`config.mk`:
```
export PLATFORM = sky130hd
export DESIGN_NAME = nppm_mac
export DESIGN_NICKNAME = d
export VERILOG_FILES = /design/src/hdl/nppm_pkg.sv /design/src/hdl/nppm_mac.sv
export SDC_FILE = /design/constraint.sdc
export NUM_CORES = 2
export LEC_CHECK = 0
export BUFFER_PORTS_ARGS = -buffer_cell sky130_fd_sc_hd__buf_2
export CAP_MARGIN = 20
export CELL_PAD_IN_SITES_DETAIL_PLACEMENT = 1
export CELL_PAD_IN_SITES_GLOBAL_PLACEMENT = 1
export CORE_MARGIN = 3
export CORE_UTILIZATION = 30
export DETAILED_ROUTE_END_ITERATION = 8
export MAX_ROUTING_LAYER = met4
export PLACE_DENSITY_LB_ADDON = 0.2
export RECOVER_POWER = 25
export SKIP_CTS_REPAIR_TIMING = 1
export SYNTH_ARGS = -nofsm -noshare
export SYNTH_HDL_FRONTEND = slang
export SYNTH_SLANG_ARGS = --single-unit
```
`constraint.sdc`:
```
create_clock -name i_clk -period 9.7 [get_ports i_clk]
set_input_delay 0.485 -clock i_clk [delete_from_list [all_inputs] [get_ports i_clk]]
set_output_delay 0.485 -clock i_clk [all_outputs]
set_load 0.01 [all_outputs]
```
`src/hdl/nppm_pkg.sv`:
```
`timescale 1ns / 1ps
`default_nettype none

package nppm_pkg;

    localparam int FRAC_BITS    = 16;
    localparam int DW           = 32;
    localparam int CFG_IDX_W    = 3;
    localparam int CORDIC_STEPS = 24;
    localparam int STEP_W       = $clog2(CORDIC_STEPS);
    localparam int ANG_SHIFT    = 28;
    localparam int NUM_W        = DW + ANG_SHIFT;
    // quotient bits of |angle| * 2^28 / period
    localparam int Q_BITS       = 29 - FRAC_BITS;
    localparam int QK_W         = $clog2(Q_BITS);
    localparam int Z_W          = 35;
    localparam int XY_W         = 34;
    localparam int ACC_W        = 2 * DW - FRAC_BITS + 3;

    localparam logic [63:0] TWO_PI_Q60 = 64'd7244019458077122842;
    localparam logic [NUM_W-1:0] PERIOD = NUM_W'(TWO_PI_Q60 >> (32 - FRAC_BITS));
    localparam logic [NUM_W-1:0] DIV_INIT = PERIOD << (Q_BITS - 1);

    localparam logic signed [Z_W-1:0] PI_Q30      = 35'sd3373259426;
    localparam logic signed [Z_W-1:0] HALF_PI_Q30 = 35'sd1686629713;
    localparam logic signed [Z_W-1:0] TWO_PI_Q30  = 35'sd6746518852;
    localparam logic signed [XY_W-1:0] CORDIC_GAIN = 34'sd652032874;
    localparam logic signed [XY_W-1:0] SIN_ONE = XY_W'(64'd1 << FRAC_BITS);

    localparam logic [DW-1:0] SQ_MAX = 32'h7FFF_FFFF;
    localparam logic signed [ACC_W-1:0] SUM_MAX = ACC_W'(64'sd2147483647);
    localparam logic signed [ACC_W-1:0] SUM_MIN = ACC_W'(-64'sd2147483648);
    localparam logic [DW-1:0] OUT_MAX = 32'h7FFF_FFFF;
    localparam logic [DW-1:0] OUT_MIN = 32'h8000_0000;

    localparam logic [CFG_IDX_W-1:0] CFG_MODE     = 3'd0;
    localparam logic [CFG_IDX_W-1:0] CFG_COEF_A   = 3'd1;
    localparam logic [CFG_IDX_W-1:0] CFG_COEF_B   = 3'd2;
    localparam logic [CFG_IDX_W-1:0] CFG_COEF_C   = 3'd3;
    localparam logic [CFG_IDX_W-1:0] CFG_COEF_D   = 3'd4;
    localparam logic [CFG_IDX_W-1:0] CFG_START_Y  = 3'd5;
    localparam logic [CFG_IDX_W-1:0] CFG_START_YP = 3'd6;

    typedef enum logic [2:0] {
        ST_IDLE,
        ST_SQ,
        ST_A,
        ST_B,
        ST_C,
        ST_DWAIT,
        ST_DRAIN,
        ST_FIN
    } t_state;

    typedef enum logic [2:0] {
        SN_IDLE,
        SN_DIV,
        SN_FIX,
        SN_WRAP,
        SN_FOLD,
        SN_ROT,
        SN_OUT,
        SN_DONE
    } t_sin_state;

    typedef struct packed {
        logic valid;
        logic clr;
        logic sub;
        logic sq;
    } t_mac_op;

    function automatic logic signed [Z_W-1:0] atan_q30(input logic [STEP_W-1:0] i);
        logic signed [Z_W-1:0] v;
        case (i)
            5'd0:    v = 35'sd843314857;
            5'd1:    v = 35'sd497837829;
            5'd2:    v = 35'sd263043837;
            5'd3:    v = 35'sd133525159;
            5'd4:    v = 35'sd67021687;
            5'd5:    v = 35'sd33543516;
            5'd6:    v = 35'sd16775851;
            5'd7:    v = 35'sd8388437;
            5'd8:    v = 35'sd4194283;
            5'd9:    v = 35'sd2097149;
            5'd10:   v = 35'sd1048576;
            5'd11:   v = 35'sd524288;
            5'd12:   v = 35'sd262144;
            5'd13:   v = 35'sd131072;
            5'd14:   v = 35'sd65536;
            5'd15:   v = 35'sd32768;
            5'd16:   v = 35'sd16384;
            5'd17:   v = 35'sd8192;
            5'd18:   v = 35'sd4096;
            5'd19:   v = 35'sd2048;
            5'd20:   v = 35'sd1024;
            5'd21:   v = 35'sd512;
            5'd22:   v = 35'sd256;
            5'd23:   v = 35'sd128;
            default: v = '0;
        endcase
        return v;
    endfunction

endpackage

`default_nettype wire

```
`src/hdl/nppm_mac.sv`:
```
`timescale 1ns / 1ps
`default_nettype none

module nppm_mac (
    input  wire logic                             i_clk,
    input  wire logic                             i_rst_n,
    input  wire nppm_pkg::t_mac_op                i_op,
    input  wire logic signed [nppm_pkg::DW-1:0]   i_a,
    input  wire logic signed [nppm_pkg::DW-1:0]   i_b,
    output logic signed [nppm_pkg::ACC_W-1:0]     o_acc,
    output logic signed [nppm_pkg::DW-1:0]        o_sq,
    output logic                                  o_sq_clip
);
    import nppm_pkg::*;

    t_mac_op                 r_op;
    logic signed [2*DW-1:0]  r_prod;
    logic signed [ACC_W-1:0] r_acc;
    logic signed [DW-1:0]    r_sq;
    logic                    r_sq_clip;

    logic signed [ACC_W-1:0] w_term;
    logic signed [ACC_W-1:0] w_base;
    logic                    w_big;

    // floor shift of the exact product
    assign w_term = ACC_W'(r_prod >>> FRAC_BITS);
    assign w_base = r_op.clr ? '0 : r_acc;
    assign w_big  = |r_prod[2*DW-1:FRAC_BITS+DW-1];

    always_ff @(posedge i_clk) begin
        if (!i_rst_n) begin
            r_op <= '0;
        end else begin
            r_op <= i_op;
        end
    end

    always_ff @(posedge i_clk) begin
        if (i_op.valid) begin
            r_prod <= i_a * i_b;
        end
        if (r_op.valid) begin
            if (r_op.sq) begin
                r_sq      <= w_big ? SQ_MAX : {1'b0, r_prod[FRAC_BITS+DW-2:FRAC_BITS]};
                r_sq_clip <= w_big;
            end else if (r_op.sub) begin
                r_acc <= w_base - w_term;
            end else begin
                r_acc <= w_base + w_term;
            end
        end
    end

    assign o_acc     = r_acc;
    assign o_sq      = r_sq;
    assign o_sq_clip = r_sq_clip;

endmodule

`default_nettype wire

```
==> results.tsv <==
metric	value	unit
status	finished, violations left	
failing checks	capacitance limit, slew limit	
Primary FF master, synth	edfxtp_1	
Area Overhead vs Synth	7.68	%
RSZ-0062 raised after global routing	no	
Final Critical Period	8.39	ns
row count	140	
CTS tree	yes	
WHS Path Cells	2	
most frequent CP cell	fa_1	
crit path launch type	input pin	
most area-consuming cells after synthesis	fa_1 (49%), edfxtp_1 (8.9%), inv_1 (8.6%)	
core area	146000	µm²
largest net degree at the start of global routing	52	
Initial Util	30.3	%
worst-margin pin slew	2.82	ns
Total GRT Usage	19.8	%
CTS Sinks	135	
clock buffer depth	2	
Post-layout nets	5999	
RePlAce Congestion	0.842	
Die W	390	µm
delay of the slowest critical-path stage	0.59	ns
total grt overflow	0	
area of the multi-input gates	35500	µm²
drt pass-1 iters	5	
final count of pins violating max slew	83	
final period utilization	86.5	%
vias	30800	
post-DR vias/cell	4.70	
setup_tns	0	ns
initial antenna violation count	7	
Rel. slew slack	-88.3	%
Fin Clk Skew	0.0101	ns
#FFs+latches synth	135	
crit path to	r_prod[63]$_DFFE_PP_	
CP max FO	24	
Peak Freq	119	MHz
Final ANT Viol Nets	0	
largest area contributor in the netlist	fa_1	
number of synthesized flops with an enable pin	131	
dpl hpwl	119	mm
RR Startpoint	r_prod[18]$_DFFE_PP_	
fill cell count	16800	
final setup violating endpoints	0	
violation count after the first detailed-route iteration	1402	
Routed WL per cell	21.7	µm
crit end category	flip-flop	
first-pass GRT wire length	223	mm
Ports	154	
DRT Wirelength	142	mm
Arrival @ worst endpoint	8.56	ns
worst r2r dst	o_acc[43]$_DFFE_PP_	
Mapped Nets	5987	
CTS Buf Count	17	
PortBufs	152	
max cap viols	2	
vias in the first global route	35500	
post-synthesis sequential area ratio	9.08	%
register area	4020	µm²
syn avg cell area	9.61	µm²
Gate Count Post-Synth	4604	
Worst R2R Path Depth	18	
clk root buf	clkbuf_16	
endpoints failing hold	0	
Die Ht	390	µm
internal reg-to-reg setup slack	3.90	ns
Worst Hold Class	in2reg	
CP max stage cell	fa_1	
Async S/R FF share, synth	0	%
share of cells above drive strength 1	6.61	%
most frequent cells after synthesis	fa_1 (1,082), inv_1 (1,013), nand2_1 (528)	
worst skew pair latency	0.44	ns
critical path class	in2reg	
count leader, synth	fa_1	
Synth cell types	83	
post-synth top area share	49.0	%
data required time of the worst path	9.88	ns
Cell Area, Synth	44200	µm²
die area	152000	µm²
Worst Setup SP	i_b[5]	
Clk pin slew, worst setup/hold paths	0.06	ns
H-tree depth	4	
Post-route DRC	0	
Yosys Warn Count	0	
worst max-delay path: cells and delay by family:
family / cells / cell delay (ns)
buf+inv: 7 / 1.18
fa+ha+maj: 9 / 4.55
compound gates: 7 / 1.58
xor+xnor: 1 / 0.15
simple gates: 3 / 0.59
how the worst min path moves through the flow:
stage                               startpoint                endpoint  slack [ns]
after global placement    r_prod[35]$_DFFE_PP_  o_sq[19]$_SDFFCE_PP1P_        0.61
after global routing                   i_op[0]      r_op[0]$_SDFF_PN0_        0.24
after CTS                              i_op[0]      r_op[0]$_SDFF_PN0_        0.22
final                                  i_op[0]      r_op[0]$_SDFF_PN0_        0.25
after floorplan           r_prod[40]$_DFFE_PP_  o_sq[24]$_SDFFCE_PP1P_        0.56
after detailed placement  r_prod[35]$_DFFE_PP_  o_sq[19]$_SDFFCE_PP1P_        0.63
area by class of cell:
| class | instances | area share, % |
|---|---|---|
| diodes | 3 | 0.0158 |
| repair buffers | 224 | 2.73 |
| well taps | 1917 | 5.04 |
| multi-input cells | 3225 | 74.6 |
| clock inverters | 14 | 0.265 |
| flip-flops and latches | 135 | 8.43 |
| clock buffers | 18 | 0.901 |
| inverters | 1013 | 7.98 |
through the flow:
stage	cell area, µm²	utilization [%]	hold WS (ns)	setup WS [ns]	cells
2_1_floorplan	44200	-	0.560	1.95	4604
3_3_place_gp	47100	32.2	0.611	0.842	6514
3_5_place_dp	47100	32.2	0.626	0.724	6514
4_1_cts	47600	32.6	0.224	1.23	6546
5_1_grt	47600	32.6	0.243	0.921	6548
6_report	47600	32.6	0.251	1.31	6549
sequential cells by signal (all words and copies together) (netlist names):
name and cells:
o_acc 51, r_prod 48, o_sq 31, r_op 4, o_sq_clip 1
cells by family after synthesis:
family | after synthesis | share of synthesized area, %
multiplexers | 2 | 0.0453
adder cells (fa/ha/maj) | 1313 | 55.5
XOR/XNOR | 154 | 3.05
flip-flops | 135 | 9.08
AO/OA/AOI/OAI | 365 | 5.42
AND/OR/NAND/NOR | 1390 | 16.3
buffers and inverters | 1244 | 10.6
other | 1 | 0.00848
layout by cell type (no fill, tap or decap), types with 8 or more instances in the layout:
cell       instances
a211oi_1           8
a21o_1            65
a21oi_1          118
a31oi_1           23
and2_1           523
and3_1            19
buf_2            148
buf_4             69
clkbuf_16         17
edfxtp_1         131
fa_1            1082
ha_1             231
inv_1           1013
nand2_1          528
nand2b_1          18
nand3_1           25
nand4_1           24
nor2_1            96
nor2b_1           66
nor3_1            16
o211ai_1           9
o21a_1            19
o21ai_0           49
o21bai_1          14
or2_2             29
xnor2_1          115
xor2_1            39
routing by layer:
layer	vias to the layer above	part of all wire, %	global-route usage, %
met5	-	0	-
met4	0	0.79	1.88
met3	63	3.0	1.41
met2	463	49	33.2
met1	16600	48	27.4
li1	13600	-	-
Power is not shown: default switching activity piles up to over one toggle a cycle in this logic, so the estimate is an artifact.
