--- src/hdl/nppm_pkg.sv ---
`timescale 1ns / 1ps
`default_nettype none

package nppm_pkg;

    localparam int FRAC_BITS    = 16;
    localparam int DW           = 32;
    localparam int CFG_IDX_W    = 3;
    localparam int CORDIC_STEPS = 24;
    localparam int STEP_W       = $clog2(CORDIC_STEPS);
    localparam int ANG_SHIFT    = 28;
    localparam int NUM_W        = DW + ANG_SHIFT;
    // quotient bits of |angle| * 2^28 / period
    localparam int Q_BITS       = 29 - FRAC_BITS;
    localparam int QK_W         = $clog2(Q_BITS);
    localparam int Z_W          = 35;
    localparam int XY_W         = 34;
    localparam int ACC_W        = 2 * DW - FRAC_BITS + 3;

    localparam logic [63:0] TWO_PI_Q60 = 64'd7244019458077122842;
    localparam logic [NUM_W-1:0] PERIOD = NUM_W'(TWO_PI_Q60 >> (32 - FRAC_BITS));
    localparam logic [NUM_W-1:0] DIV_INIT = PERIOD << (Q_BITS - 1);

    localparam logic signed [Z_W-1:0] PI_Q30      = 35'sd3373259426;
    localparam logic signed [Z_W-1:0] HALF_PI_Q30 = 35'sd1686629713;
    localparam logic signed [Z_W-1:0] TWO_PI_Q30  = 35'sd6746518852;
    localparam logic signed [XY_W-1:0] CORDIC_GAIN = 34'sd652032874;
    localparam logic signed [XY_W-1:0] SIN_ONE = XY_W'(64'd1 << FRAC_BITS);

    localparam logic [DW-1:0] SQ_MAX = 32'h7FFF_FFFF;
    localparam logic signed [ACC_W-1:0] SUM_MAX = ACC_W'(64'sd2147483647);
    localparam logic signed [ACC_W-1:0] SUM_MIN = ACC_W'(-64'sd2147483648);
    localparam logic [DW-1:0] OUT_MAX = 32'h7FFF_FFFF;
    localparam logic [DW-1:0] OUT_MIN = 32'h8000_0000;

    localparam logic [CFG_IDX_W-1:0] CFG_MODE     = 3'd0;
    localparam logic [CFG_IDX_W-1:0] CFG_COEF_A   = 3'd1;
    localparam logic [CFG_IDX_W-1:0] CFG_COEF_B   = 3'd2;
    localparam logic [CFG_IDX_W-1:0] CFG_COEF_C   = 3'd3;
    localparam logic [CFG_IDX_W-1:0] CFG_COEF_D   = 3'd4;
    localparam logic [CFG_IDX_W-1:0] CFG_START_Y  = 3'd5;
    localparam logic [CFG_IDX_W-1:0] CFG_START_YP = 3'd6;

    typedef enum logic [2:0] {
        ST_IDLE,
        ST_SQ,
        ST_A,
        ST_B,
        ST_C,
        ST_DWAIT,
        ST_DRAIN,
        ST_FIN
    } t_state;

    typedef enum logic [2:0] {
        SN_IDLE,
        SN_DIV,
        SN_FIX,
        SN_WRAP,
        SN_FOLD,
        SN_ROT,
        SN_OUT,
        SN_DONE
    } t_sin_state;

    typedef struct packed {
        logic valid;
        logic clr;
        logic sub;
        logic sq;
    } t_mac_op;

    function automatic logic signed [Z_W-1:0] atan_q30(input logic [STEP_W-1:0] i);
        logic signed [Z_W-1:0] v;
        case (i)
            5'd0:    v = 35'sd843314857;
            5'd1:    v = 35'sd497837829;
            5'd2:    v = 35'sd263043837;
            5'd3:    v = 35'sd133525159;
            5'd4:    v = 35'sd67021687;
            5'd5:    v = 35'sd33543516;
            5'd6:    v = 35'sd16775851;
            5'd7:    v = 35'sd8388437;
            5'd8:    v = 35'sd4194283;
            5'd9:    v = 35'sd2097149;
            5'd10:   v = 35'sd1048576;
            5'd11:   v = 35'sd524288;
            5'd12:   v = 35'sd262144;
            5'd13:   v = 35'sd131072;
            5'd14:   v = 35'sd65536;
            5'd15:   v = 35'sd32768;
            5'd16:   v = 35'sd16384;
            5'd17:   v = 35'sd8192;
            5'd18:   v = 35'sd4096;
            5'd19:   v = 35'sd2048;
            5'd20:   v = 35'sd1024;
            5'd21:   v = 35'sd512;
            5'd22:   v = 35'sd256;
            5'd23:   v = 35'sd128;
            default: v = '0;
        endcase
        return v;
    endfunction

endpackage

`default_nettype wire

--- src/hdl/nppm_sin.sv ---
`timescale 1ns / 1ps
`default_nettype none

module nppm_sin (
    input  wire logic                          i_clk,
    input  wire logic                          i_rst_n,
    input  wire logic                          i_start,
    input  wire logic signed [nppm_pkg::DW-1:0] i_angle,
    output logic                               o_done,
    output logic signed [nppm_pkg::DW-1:0]     o_sin
);
    import nppm_pkg::*;

    t_sin_state r_state, n_state;

    logic [NUM_W-1:0]        r_num;
    logic [NUM_W-1:0]        r_div;
    logic                    r_neg;
    logic [QK_W-1:0]         r_k;
    logic [STEP_W-1:0]       r_i;
    logic signed [Z_W-1:0]   r_z;
    logic signed [XY_W-1:0]  r_x;
    logic signed [XY_W-1:0]  r_y;
    logic signed [DW-1:0]    r_sin;

    logic [DW-1:0]           w_mag;
    logic [NUM_W:0]          w_trial;
    logic [NUM_W-1:0]        w_rem;
    logic signed [XY_W-1:0]  w_dx;
    logic signed [XY_W-1:0]  w_dy;
    logic signed [Z_W-1:0]   w_atan;
    logic signed [XY_W-1:0]  w_s;

    assign w_mag   = i_angle[DW-1] ? DW'(-i_angle) : DW'(i_angle);
    assign w_trial = {1'b0, r_num} - {1'b0, r_div};
    assign w_rem   = (r_neg && (r_num != '0)) ? PERIOD - r_num : r_num;
    assign w_dx    = r_y >>> r_i;
    assign w_dy    = r_x >>> r_i;
    assign w_atan  = atan_q30(r_i);
    assign w_s     = r_y >>> (30 - FRAC_BITS);

    always_comb begin
        n_state = r_state;
        if (i_start) begin
            n_state = SN_DIV;
        end else begin
            case (r_state)
                SN_IDLE: n_state = SN_IDLE;
                SN_DIV:  n_state = (r_k == '0) ? SN_FIX : SN_DIV;
                SN_FIX:  n_state = SN_WRAP;
                SN_WRAP: n_state = SN_FOLD;
                SN_FOLD: n_state = SN_ROT;
                SN_ROT:  n_state = (r_i == STEP_W'(CORDIC_STEPS - 1)) ? SN_OUT : SN_ROT;
                SN_OUT:  n_state = SN_DONE;
                SN_DONE: n_state = SN_DONE;
                default: n_state = SN_IDLE;
            endcase
        end
    end

    always_comb begin
        o_done = (r_state == SN_DONE);
        o_sin  = r_sin;
    end

    always_ff @(posedge i_clk) begin
        if (!i_rst_n) begin
            r_state <= SN_IDLE;
        end else begin
            r_state <= n_state;
        end
    end

    always_ff @(posedge i_clk) begin
        if (i_start) begin
            r_num <= NUM_W'({w_mag, {ANG_SHIFT{1'b0}}});
            r_div <= DIV_INIT;
            r_neg <= i_angle[DW-1];
            r_k   <= QK_W'(Q_BITS - 1);
        end else begin
            case (r_state)
                SN_DIV: begin
                    if (!w_trial[NUM_W]) begin
                        r_num <= w_trial[NUM_W-1:0];
                    end
                    r_div <= r_div >> 1;
                    r_k   <= r_k - 1'b1;
                end
                SN_FIX: begin
                    r_z <= $signed({2'b00, w_rem[FRAC_BITS-2 +: Z_W-2]});
                end
                SN_WRAP: begin
                    if (r_z > PI_Q30) begin
                        r_z <= r_z - TWO_PI_Q30;
                    end
                end
                SN_FOLD: begin
                    if (r_z > HALF_PI_Q30) begin
                        r_z <= PI_Q30 - r_z;
                    end else if (r_z < -HALF_PI_Q30) begin
                        r_z <= -PI_Q30 - r_z;
                    end
                    r_x <= CORDIC_GAIN;
                    r_y <= '0;
                    r_i <= '0;
                end
                SN_ROT: begin
                    if (!r_z[Z_W-1]) begin
                        r_x <= r_x - w_dx;
                        r_y <= r_y + w_dy;
                        r_z <= r_z - w_atan;
                    end else begin
                        r_x <= r_x + w_dx;
                        r_y <= r_y - w_dy;
                        r_z <= r_z + w_atan;
                    end
                    r_i <= r_i + 1'b1;
                end
                SN_OUT: begin
                    if (w_s > SIN_ONE) begin
                        r_sin <= DW'(SIN_ONE);
                    end else if (w_s < -SIN_ONE) begin
                        r_sin <= DW'(-SIN_ONE);
                    end else begin
                        r_sin <= DW'(w_s);
                    end
                end
                default: begin
                end
            endcase
        end
    end

endmodule

`default_nettype wire

--- config.mk ---
export PLATFORM = sky130hd
export DESIGN_NAME = nppm_sin
export DESIGN_NICKNAME = d
export VERILOG_FILES = /design/src/hdl/nppm_pkg.sv /design/src/hdl/nppm_sin.sv
export SDC_FILE = /design/constraint.sdc
export NUM_CORES = 1
export LEC_CHECK = 0
export ABC_AREA = 1
export BUFFER_PORTS_ARGS = -buffer_cell sky130_fd_sc_hd__buf_2
export CAP_MARGIN = 20
export CORE_MARGIN = 5
export CORE_UTILIZATION = 40
export CTS_BUF_LIST = sky130_fd_sc_hd__clkbuf_8
export CTS_CLUSTER_DIAMETER = 50
export CTS_CLUSTER_SIZE = 25
export DETAILED_ROUTE_END_ITERATION = 8
export GPL_TIMING_DRIVEN = 0
export PLACE_DENSITY_LB_ADDON = 0.25
export SLEW_MARGIN = 10
export SYNTH_ARGS = -nofsm -noshare
export SYNTH_HDL_FRONTEND = slang
export SYNTH_SLANG_ARGS = --single-unit
--- constraint.sdc ---
create_clock -name i_clk -period 4.9 [get_ports i_clk]
set_input_delay 0.98 -clock i_clk [delete_from_list [all_inputs] [get_ports i_clk]]
set_output_delay 0.98 -clock i_clk [all_outputs]
set_load 0.005 [all_outputs]
==> results of run 1 <==
## cell type report
cell class | instances | area (µm²) | share of cell area
multi-input combinational | 4215 | 22500 | 0.618
sequential | 285 | 7320 | 0.201
inverter | 640 | 2400 | 0.0660
tap | 1070 | 1340 | 0.0368
buffer | 203 | 1030 | 0.0284
clock buffer | 52 | 716 | 0.0197
timing repair buffer | 86 | 582 | 0.0160
clock inverter | 42 | 497 | 0.0136
antenna | 4 | 10.0 | 0.000275
## per-stage QoR
stage	std cells	power, µW
2_1_floorplan	5343	4020
3_3_place_gp	6480	4610
3_5_place_dp	6490	4610
4_1_cts	6584	7350
5_1_grt	6596	7700
6_report	6597	7360
## worst reg2reg max path: stages, from the launching register on
cell	delay, ns
edfxtp_1	0.40
inv_1	0.10
buf_2	0.30
buf_2	0.39
nand3_1	0.19
nand2_1	0.11
a21oi_1	0.12
o21ai_0	0.37
inv_1	0.14
nand3_1	0.12
nor2_1	0.05
nand2_2	0.11
nor2_4	0.05
a21oi_1	0.15
xor2_1	0.25
ha_1	0.34
a21oi_1	0.22
o21ai_0	0.12
a21oi_1	0.29
o211ai_1	0.26
buf_4	0.20
a21oi_1	0.11
o21ai_0	0.11
## worst max-delay path by stage
stage / start / slack [ns] / depth (start not counted) / end
after floorplan: r_z[32]$_DFFE_PP_ / 0.24 / 13 / r_z[10]$_DFFE_PP_
after global placement: r_z[34]$_DFFE_PP_ / -1.71 / 12 / r_z[30]$_DFFE_PP_
after detailed placement: r_i[2]$_DFFE_PP_ / -0.62 / 24 / r_x[31]$_SDFFCE_PN0P_
after CTS: r_i[1]$_DFFE_PP_ / 0.02 / 28 / r_y[33]$_SDFFCE_PN0P_
after global routing: r_i[0]$_DFFE_PP_ / -0.05 / 31 / r_x[27]$_SDFFCE_PN0P_
final: r_i[2]$_DFFE_PP_ / 0.15 / 22 / r_x[23]$_SDFFCE_PN1P_
## synthesized netlist by cell type, drive strengths merged, types with 4 or more instances
cell type	instances
a211oi	6
a21boi	16
a21o	34
a21oi	405
a221oi	13
a31oi	56
buf	113
clkbuf	90
clkinv	7
dfxtp	124
edfxtp	161
fa	4
ha	180
inv	633
nand2	1244
nand3	657
nand3b	12
nand4	71
nor2	579
nor3	92
nor3b	5
nor4	43
o2111ai	5
o211ai	52
o21a	20
o21ai	410
o21bai	17
o22ai	42
o31ai	13
o32ai	4
or2	19
xnor2	51
xor2	135
## cells by family (layout without fill, tap and decap cells)
family | count (synthesis) | count (layout)
simple gates | 2728 | 2728
fa+ha+maj | 184 | 184
compound gates | 1117 | 1117
buf+inv | 843 | 1023
xor+xnor | 186 | 186
other cells | 0 | 4
flops | 285 | 285
## sequential cells by signal (all words and copies together), names as in the netlist
register and cells:
r_z 35, r_div 59, r_neg 1, r_y 34, o_sin 20, r_i 5, r_state 3, w_atan 30
r_k 4, r_x 34, r_num 60
## placed cells by master (no fill, tap or decap), types with 122 or more instances in the layout
cell type and instances:
a21oi_1 389, edfxtp_1 161, ha_1 172, nand2_1 1209
xor2_1 134, o21ai_0 364, dfxtp_1 124, inv_1 620
nand3_1 634, buf_2 122, nor2_1 555
## layer usage
| metal | GRT usage | vias to the layer above |
|---|---|---|
| met5 | 0 | - |
| met4 | 0.110 | 0 |
| met3 | 0.0588 | 361 |
| met2 | 0.461 | 1889 |
| met1 | 0.422 | 17700 |
| li1 | - | 18400 |
## power groups by stage
| stage | Clock, µW | Sequential [µW] | Combinational, µW |
|---|---|---|---|
| 2_1_floorplan | 0 | 2760 | 1260 |
| 3_3_place_gp | 0 | 2810 | 1800 |
| 3_5_place_dp | 0 | 2810 | 1800 |
| 4_1_cts | 2770 | 2760 | 1820 |
| 5_1_grt | 2880 | 2780 | 2040 |
| 6_report | 2730 | 2770 | 1870 |
## repair_timing
action / 4_1_cts / 5_1_grt
gates resized for setup: 36 / 103
cloned: 0 / 0
pin swaps: 1 / 12
setup buffers: 0 / 8
endpoints found under the setup margin: 48 / 48
hold buffers: 0 / 0
==> flow_metrics.py, run 1 <==
metrics = {
    "min_path": {
        "min_to": "r_div[8]$_SDFFE_PP0P_",
        "min_from": "r_div[9]$_SDFFE_PP0P_",
        "hold_class": "register to register",
        "hold_depth": 2,
    },
    "finish": {
        "utilization": 0.445,
        "fin_area_um2": 36400,
        "fillerInstances": 8906,
        "area_growth_syn_to_layout_pct": 10.9,
        "layout-drive-gt1-share": 0.0837,
        "final_nets": 5700,
    },
    "pwr": {
        "power.leakage_uw": 0.0165,
        "pwr-share-clk": 0.371,
        "peakVddDrop_mv": 0.185,
        "switchingPower_uw": 2730,
        "internal_power_uw": 4630,
        "powerDensity_nw_per_um2": 202,
        "seq_power_share": 0.376,
        "share_comb_of_total_power": 0.254,
        "sw_frac_of_total": 0.371,
    },
    "clock_network": {
        "clock_path_buffers": 3,
        "cts_buffers": 50,
        "ctsRootBufferMaster": "clkbuf_8",
        "cts_tree": "yes",
        "cts_sinks": 285,
        "insertion_delay_ns": 0.72,
        "cts_max_level": 2,
        "cts.reportedPaths.clkPinSlew_ns": 0.08,
    },
    "drt": {
        "via_per_inst": 5.81,
        "wl_met1_um": 59900,
        "wl_met2_um": 57700,
        "ant_nets": 0,
        "dr_wl_met3_um": 14800,
        "finalWirelength_um": 139000,
        "wl_per_cell_um": 21.0,
        "drtIter0Drc": 4751,
        "highest_layer": "met4",
        "vias": 38300,
        "drt-pass1-iter-count": 8,
        "drc": 0,
    },
    "worst_setup_path": {
        "critPathSlowestCell": "edfxtp_1",
        "ff2ff_setup_slack_ns": 0.15,
        "reg2reg_depth": 22,
        "cp_data_required_time_ns": 5.33,
        "critPathTopFamily": "compound AO/OA/AOI/OAI gates",
        "critical_path.endpoint_type": "register",
        "path_max_fanout": 10,
        "crit_top_cell": "a21oi_1",
        "timing.critical_path.buf_inv": 5,
        "crit_chain": "inv_1 -> buf_2 -> buf_2 -> nand3_1 -> nand2_1 -> a21oi_1 -> o21ai_0 -> inv_1 -> nand3_1 -> nor2_1 -> nand2_2 -> nor2_4 -> a21oi_1 -> xor2_1 -> ha_1 -> a21oi_1 -> o21ai_0 -> a21oi_1 -> o211ai_1 -> buf_4 -> a21oi_1 -> o21ai_0",
        "critPathMaxStageDelay_ns": 0.40,
        "worstReg2RegEnd": "r_x[23]$_SDFFCE_PN1P_",
        "path_class": "register to register",
        "crit_arrival_ns": 5.19,
        "regToRegStartpoint": "r_i[2]$_DFFE_PP_",
        "crit_path_start_kind": "register",
    },
    "global_route": {
        "grt_pass1_wl_um": 205000,
        "grt_pass1_vias": 34800,
        "grtUsageTotal": 0.301,
        "grt_max_degree": 42,
        "antenna_found_initial": 2,
        "grt-ovfl-total": 0,
    },
    "place": {
        "dp_hpwl_um": 112000,
        "dp_worst_setup_slack_ns": -0.620,
        "placed_cell_area_um2": 34700,
        "io_buffers": 67,
        "gp_congestion": 1.07,
    },
    "yosys": {
        "syn_area_um2": 32800,
        "synth_top_family_by_area": "simple AND/OR/NAND/NOR gates",
        "synth_compound_area_frac": 0.192,
        "synth_ff_type": "edfxtp_1",
        "async_flop_share": 0,
        "syn_inst": 5343,
        "synth_fa_ha_area_frac": 0.0710,
        "muxShareOfSynthArea": 0,
        "yosysSeqAreaShare": 0.223,
        "synthXorXnorAreaFrac": 0.0496,
        "synth_top_area_share": 0.147,
        "synth_seq_cells": 285,
        "synth_cell_types": 63,
        "yosys_warnings": 0,
        "synth_area_leader_cell": "edfxtp_1",
        "synth-edff-count": 161,
        "avgSynthCellArea_um2": 6.14,
        "synth_area_leaders": "edfxtp_1 15%, nand2_1 14%, nand3_1 9.7%",
        "syn_nets": 5562,
        "synthSimpleGateAreaFrac": 0.362,
    },
    "sta": {
        "final_hold_viol_count": 0,
        "post-route-min-period_ns": 4.75,
        "fmax_ghz": 0.210,
        "setup_ws_ns": 0.146,
        "drv_slew": 0,
        "tightest_slew_ns": 1.13,
        "worst_slew_margin_rel": 0.247,
        "final.period_utilization": 0.970,
        "setup_tns_ns": 0,
        "fin_hold_ws_ns": 0.465,
        "skew_ns": 0.0725,
        "setup_viol": 0,
    },
    "floorplanning": {
        "die_width_um": 296,
        "core_um2": 81700,
        "ios": 68,
        "num_rows": 105,
        "start_util": 0.402,
        "die_area_um2": 87900,
        "die_h_um": 296,
    },
    "job": {
        "cap_viol_max_count": 0,
    },
    "status": {
        "outcome": "completed",
    },
}
(Power assumes the default switching activity.)
==> inputs of run 2 (changes only) <==
--- a/config.mk
+++ b/config.mk
@@ -16,6 +16,7 @@
 export DETAILED_ROUTE_END_ITERATION = 8
 export GPL_TIMING_DRIVEN = 0
 export PLACE_DENSITY_LB_ADDON = 0.25
+export RECOVER_POWER = 100
 export SLEW_MARGIN = 10
 export SYNTH_ARGS = -nofsm -noshare
 export SYNTH_HDL_FRONTEND = slang
==> flow_metrics.py, run 2 (same netlist as run 1, synthesis figures left out) <==
metrics = {
    "drt": {
        "finalWirelength_um": 139000,
        "drt-pass1-iter-count": 6,
        "vias": 38300,
        "ant_nets": 0,
        "drtIter0Drc": 4494,
        "drc": 0,
        "wl_per_cell_um": 21.0,
        "via_per_inst": 5.80,
    },
    "pwr": {
        "totalPowerFinal_uw": 7360,
        "powerDensity_nw_per_um2": 203,
        "peakVddDrop_mv": 0.185,
        "power.leakage_uw": 0.0164,
    },
    "min_path": {
        "hold_class": "register to register",
        "hold_depth": 2,
    },
    "worst_setup_path": {
        "critical_path.endpoint_type": "register",
        "reg2reg_depth": 21,
        "path_max_fanout": 10,
        "path_class": "register to register",
        "crit_path_start_kind": "register",
        "crit_arrival_ns": 5.16,
        "cp_data_required_time_ns": 5.35,
    },
    "global_route": {
        "antenna_found_initial": 2,
        "grt_pass1_vias": 34800,
        "grtUsageTotal": 0.301,
        "grt-ovfl-total": 0,
        "grt_pass1_wl_um": 205000,
        "grt_max_degree": 42,
    },
    "clock_network": {
        "cts_tree": "yes",
        "clock_path_buffers": 3,
        "hold_buffers": 0,
        "cts.reportedPaths.clkPinSlew_ns": 0.07,
        "ctsRootBufferMaster": "clkbuf_8",
        "cts_buffers": 50,
        "insertion_delay_ns": 0.72,
        "cts_max_level": 2,
        "cts_sinks": 285,
    },
    "finish": {
        "final_nets": 5700,
        "fillerInstances": 8921,
        "regArea_um2": 7320,
        "multi_input_area_um2": 22500,
        "final_common_cell": "nand2_1",
        "largest_reg_flops": 60,
        "layout-drive-gt1-share": 0.0782,
        "mostFrequentLayoutCells": "1209 x nand2_1, 634 x nand3_1, 625 x inv_1, 555 x nor2_1, 389 x a21oi_1",
        "largestRegisters": "r_num: 60 flops, r_div: 59 flops, r_z: 35 flops",
        "utilization": 0.444,
        "regMostFlops": "r_num",
        "area_growth_syn_to_layout_pct": 10.5,
    },
    "floorplanning": {
        "die_area_um2": 87900,
        "die_h_um": 296,
        "core_um2": 81700,
        "start_util": 0.402,
        "ios": 68,
        "num_rows": 105,
        "die_width_um": 296,
    },
    "place": {
        "io_buffers": 67,
        "gp_congestion": 1.07,
        "dp_hpwl_um": 112000,
    },
    "status": {
        "outcome": "complete, but fails checks",
        "violations": "capacitance limit, slew limit",
    },
    "sta": {
        "final.period_utilization": 0.962,
        "skew_ns": 0.0752,
        "fmax_ghz": 0.212,
        "setup_viol": 0,
        "fin_hold_ws_ns": 0.462,
        "worst_slew_margin_rel": -0.141,
        "post-route-min-period_ns": 4.71,
        "drv_slew": 23,
        "tightest_slew_ns": 1.71,
        "setup_tns_ns": 0,
        "final_hold_viol_count": 0,
    },
    "job": {
        "cap_viol_max_count": 1,
    },
}
run 2: area by class of cell:
| cell class | count | share of cell area |
|---|---|---|
| Clock buffer | 52 | 0.0197 |
| Sequential cell | 285 | 0.202 |
| Clock inverter | 42 | 0.0137 |
| Multi-Input combinational cell | 4215 | 0.620 |
| Antenna cell | 3 | 0.000207 |
| Timing Repair Buffer | 86 | 0.0134 |
| Tap cell | 1070 | 0.0369 |
| Buffer | 203 | 0.0285 |
| Inverter | 640 | 0.0662 |
run 2: worst max-delay path, cell delays in order (launching register included):
cell	delay [ns]
edfxtp_1	0.37
clkbuf_1	0.43
buf_1	0.66
nand3_1	0.24
nand2_1	0.25
nand4_1	0.15
nor2_1	0.14
nand2_2	0.08
nand2_2	0.13
o21a_4	0.17
nand2_1	0.06
nand2_1	0.06
nand2_1	0.07
ha_1	0.39
nand2_1	0.13
nor2_1	0.16
inv_1	0.10
nor3_2	0.28
nand2_1	0.12
o211a_1	0.28
a21oi_1	0.13
nor2_1	0.06
run 2: what timing repair did:
item,CTS,global route
gates resized for setup,36,103
pin swaps,1,12
setup endpoints to repair,48,48
setup buffers,0,8
run 2: per-stage QoR:
step,setup slack [ns],cell area (µm²),instances
finish,0.186,36300,6596
global route,-0.0478,36300,6596
CTS,0.0170,36000,6584
detailed placement,-0.620,34700,6490
global placement,-1.71,34500,6480
floorplan,0.239,32800,5343
run 2: path summary, 6_finish.rpt:
| kind | start | to | slack, ns |
|---|---|---|---|
| max | r_i[4]$_DFFE_PP_ | r_y[33]$_SDFFCE_PN0P_ | 0.19 |
| min | r_div[9]$_SDFFE_PP0P_ | r_div[8]$_SDFFE_PP0P_ | 0.46 |
| max reg2reg | r_i[4]$_DFFE_PP_ | r_y[33]$_SDFFCE_PN0P_ | 0.19 |
| min reg2reg | r_div[9]$_SDFFE_PP0P_ | r_div[8]$_SDFFE_PP0P_ | 0.46 |
run 2: where the power goes:
part           internal [µW]  switching [µW]
sequential              2640             123
clock                   1400            1320
combinational            585            1290
run 2: per-layer routing:
| layer | vias up | track usage | share of wire |
|---|---|---|---|
| li1 | 18400 | - | - |
| met1 | 17600 | 0.422 | 0.44 |
| met2 | 1928 | 0.461 | 0.42 |
| met3 | 332 | 0.0588 | 0.10 |
| met4 | 0 | 0.110 | 0.044 |
| met5 | - | 0 | 0 |
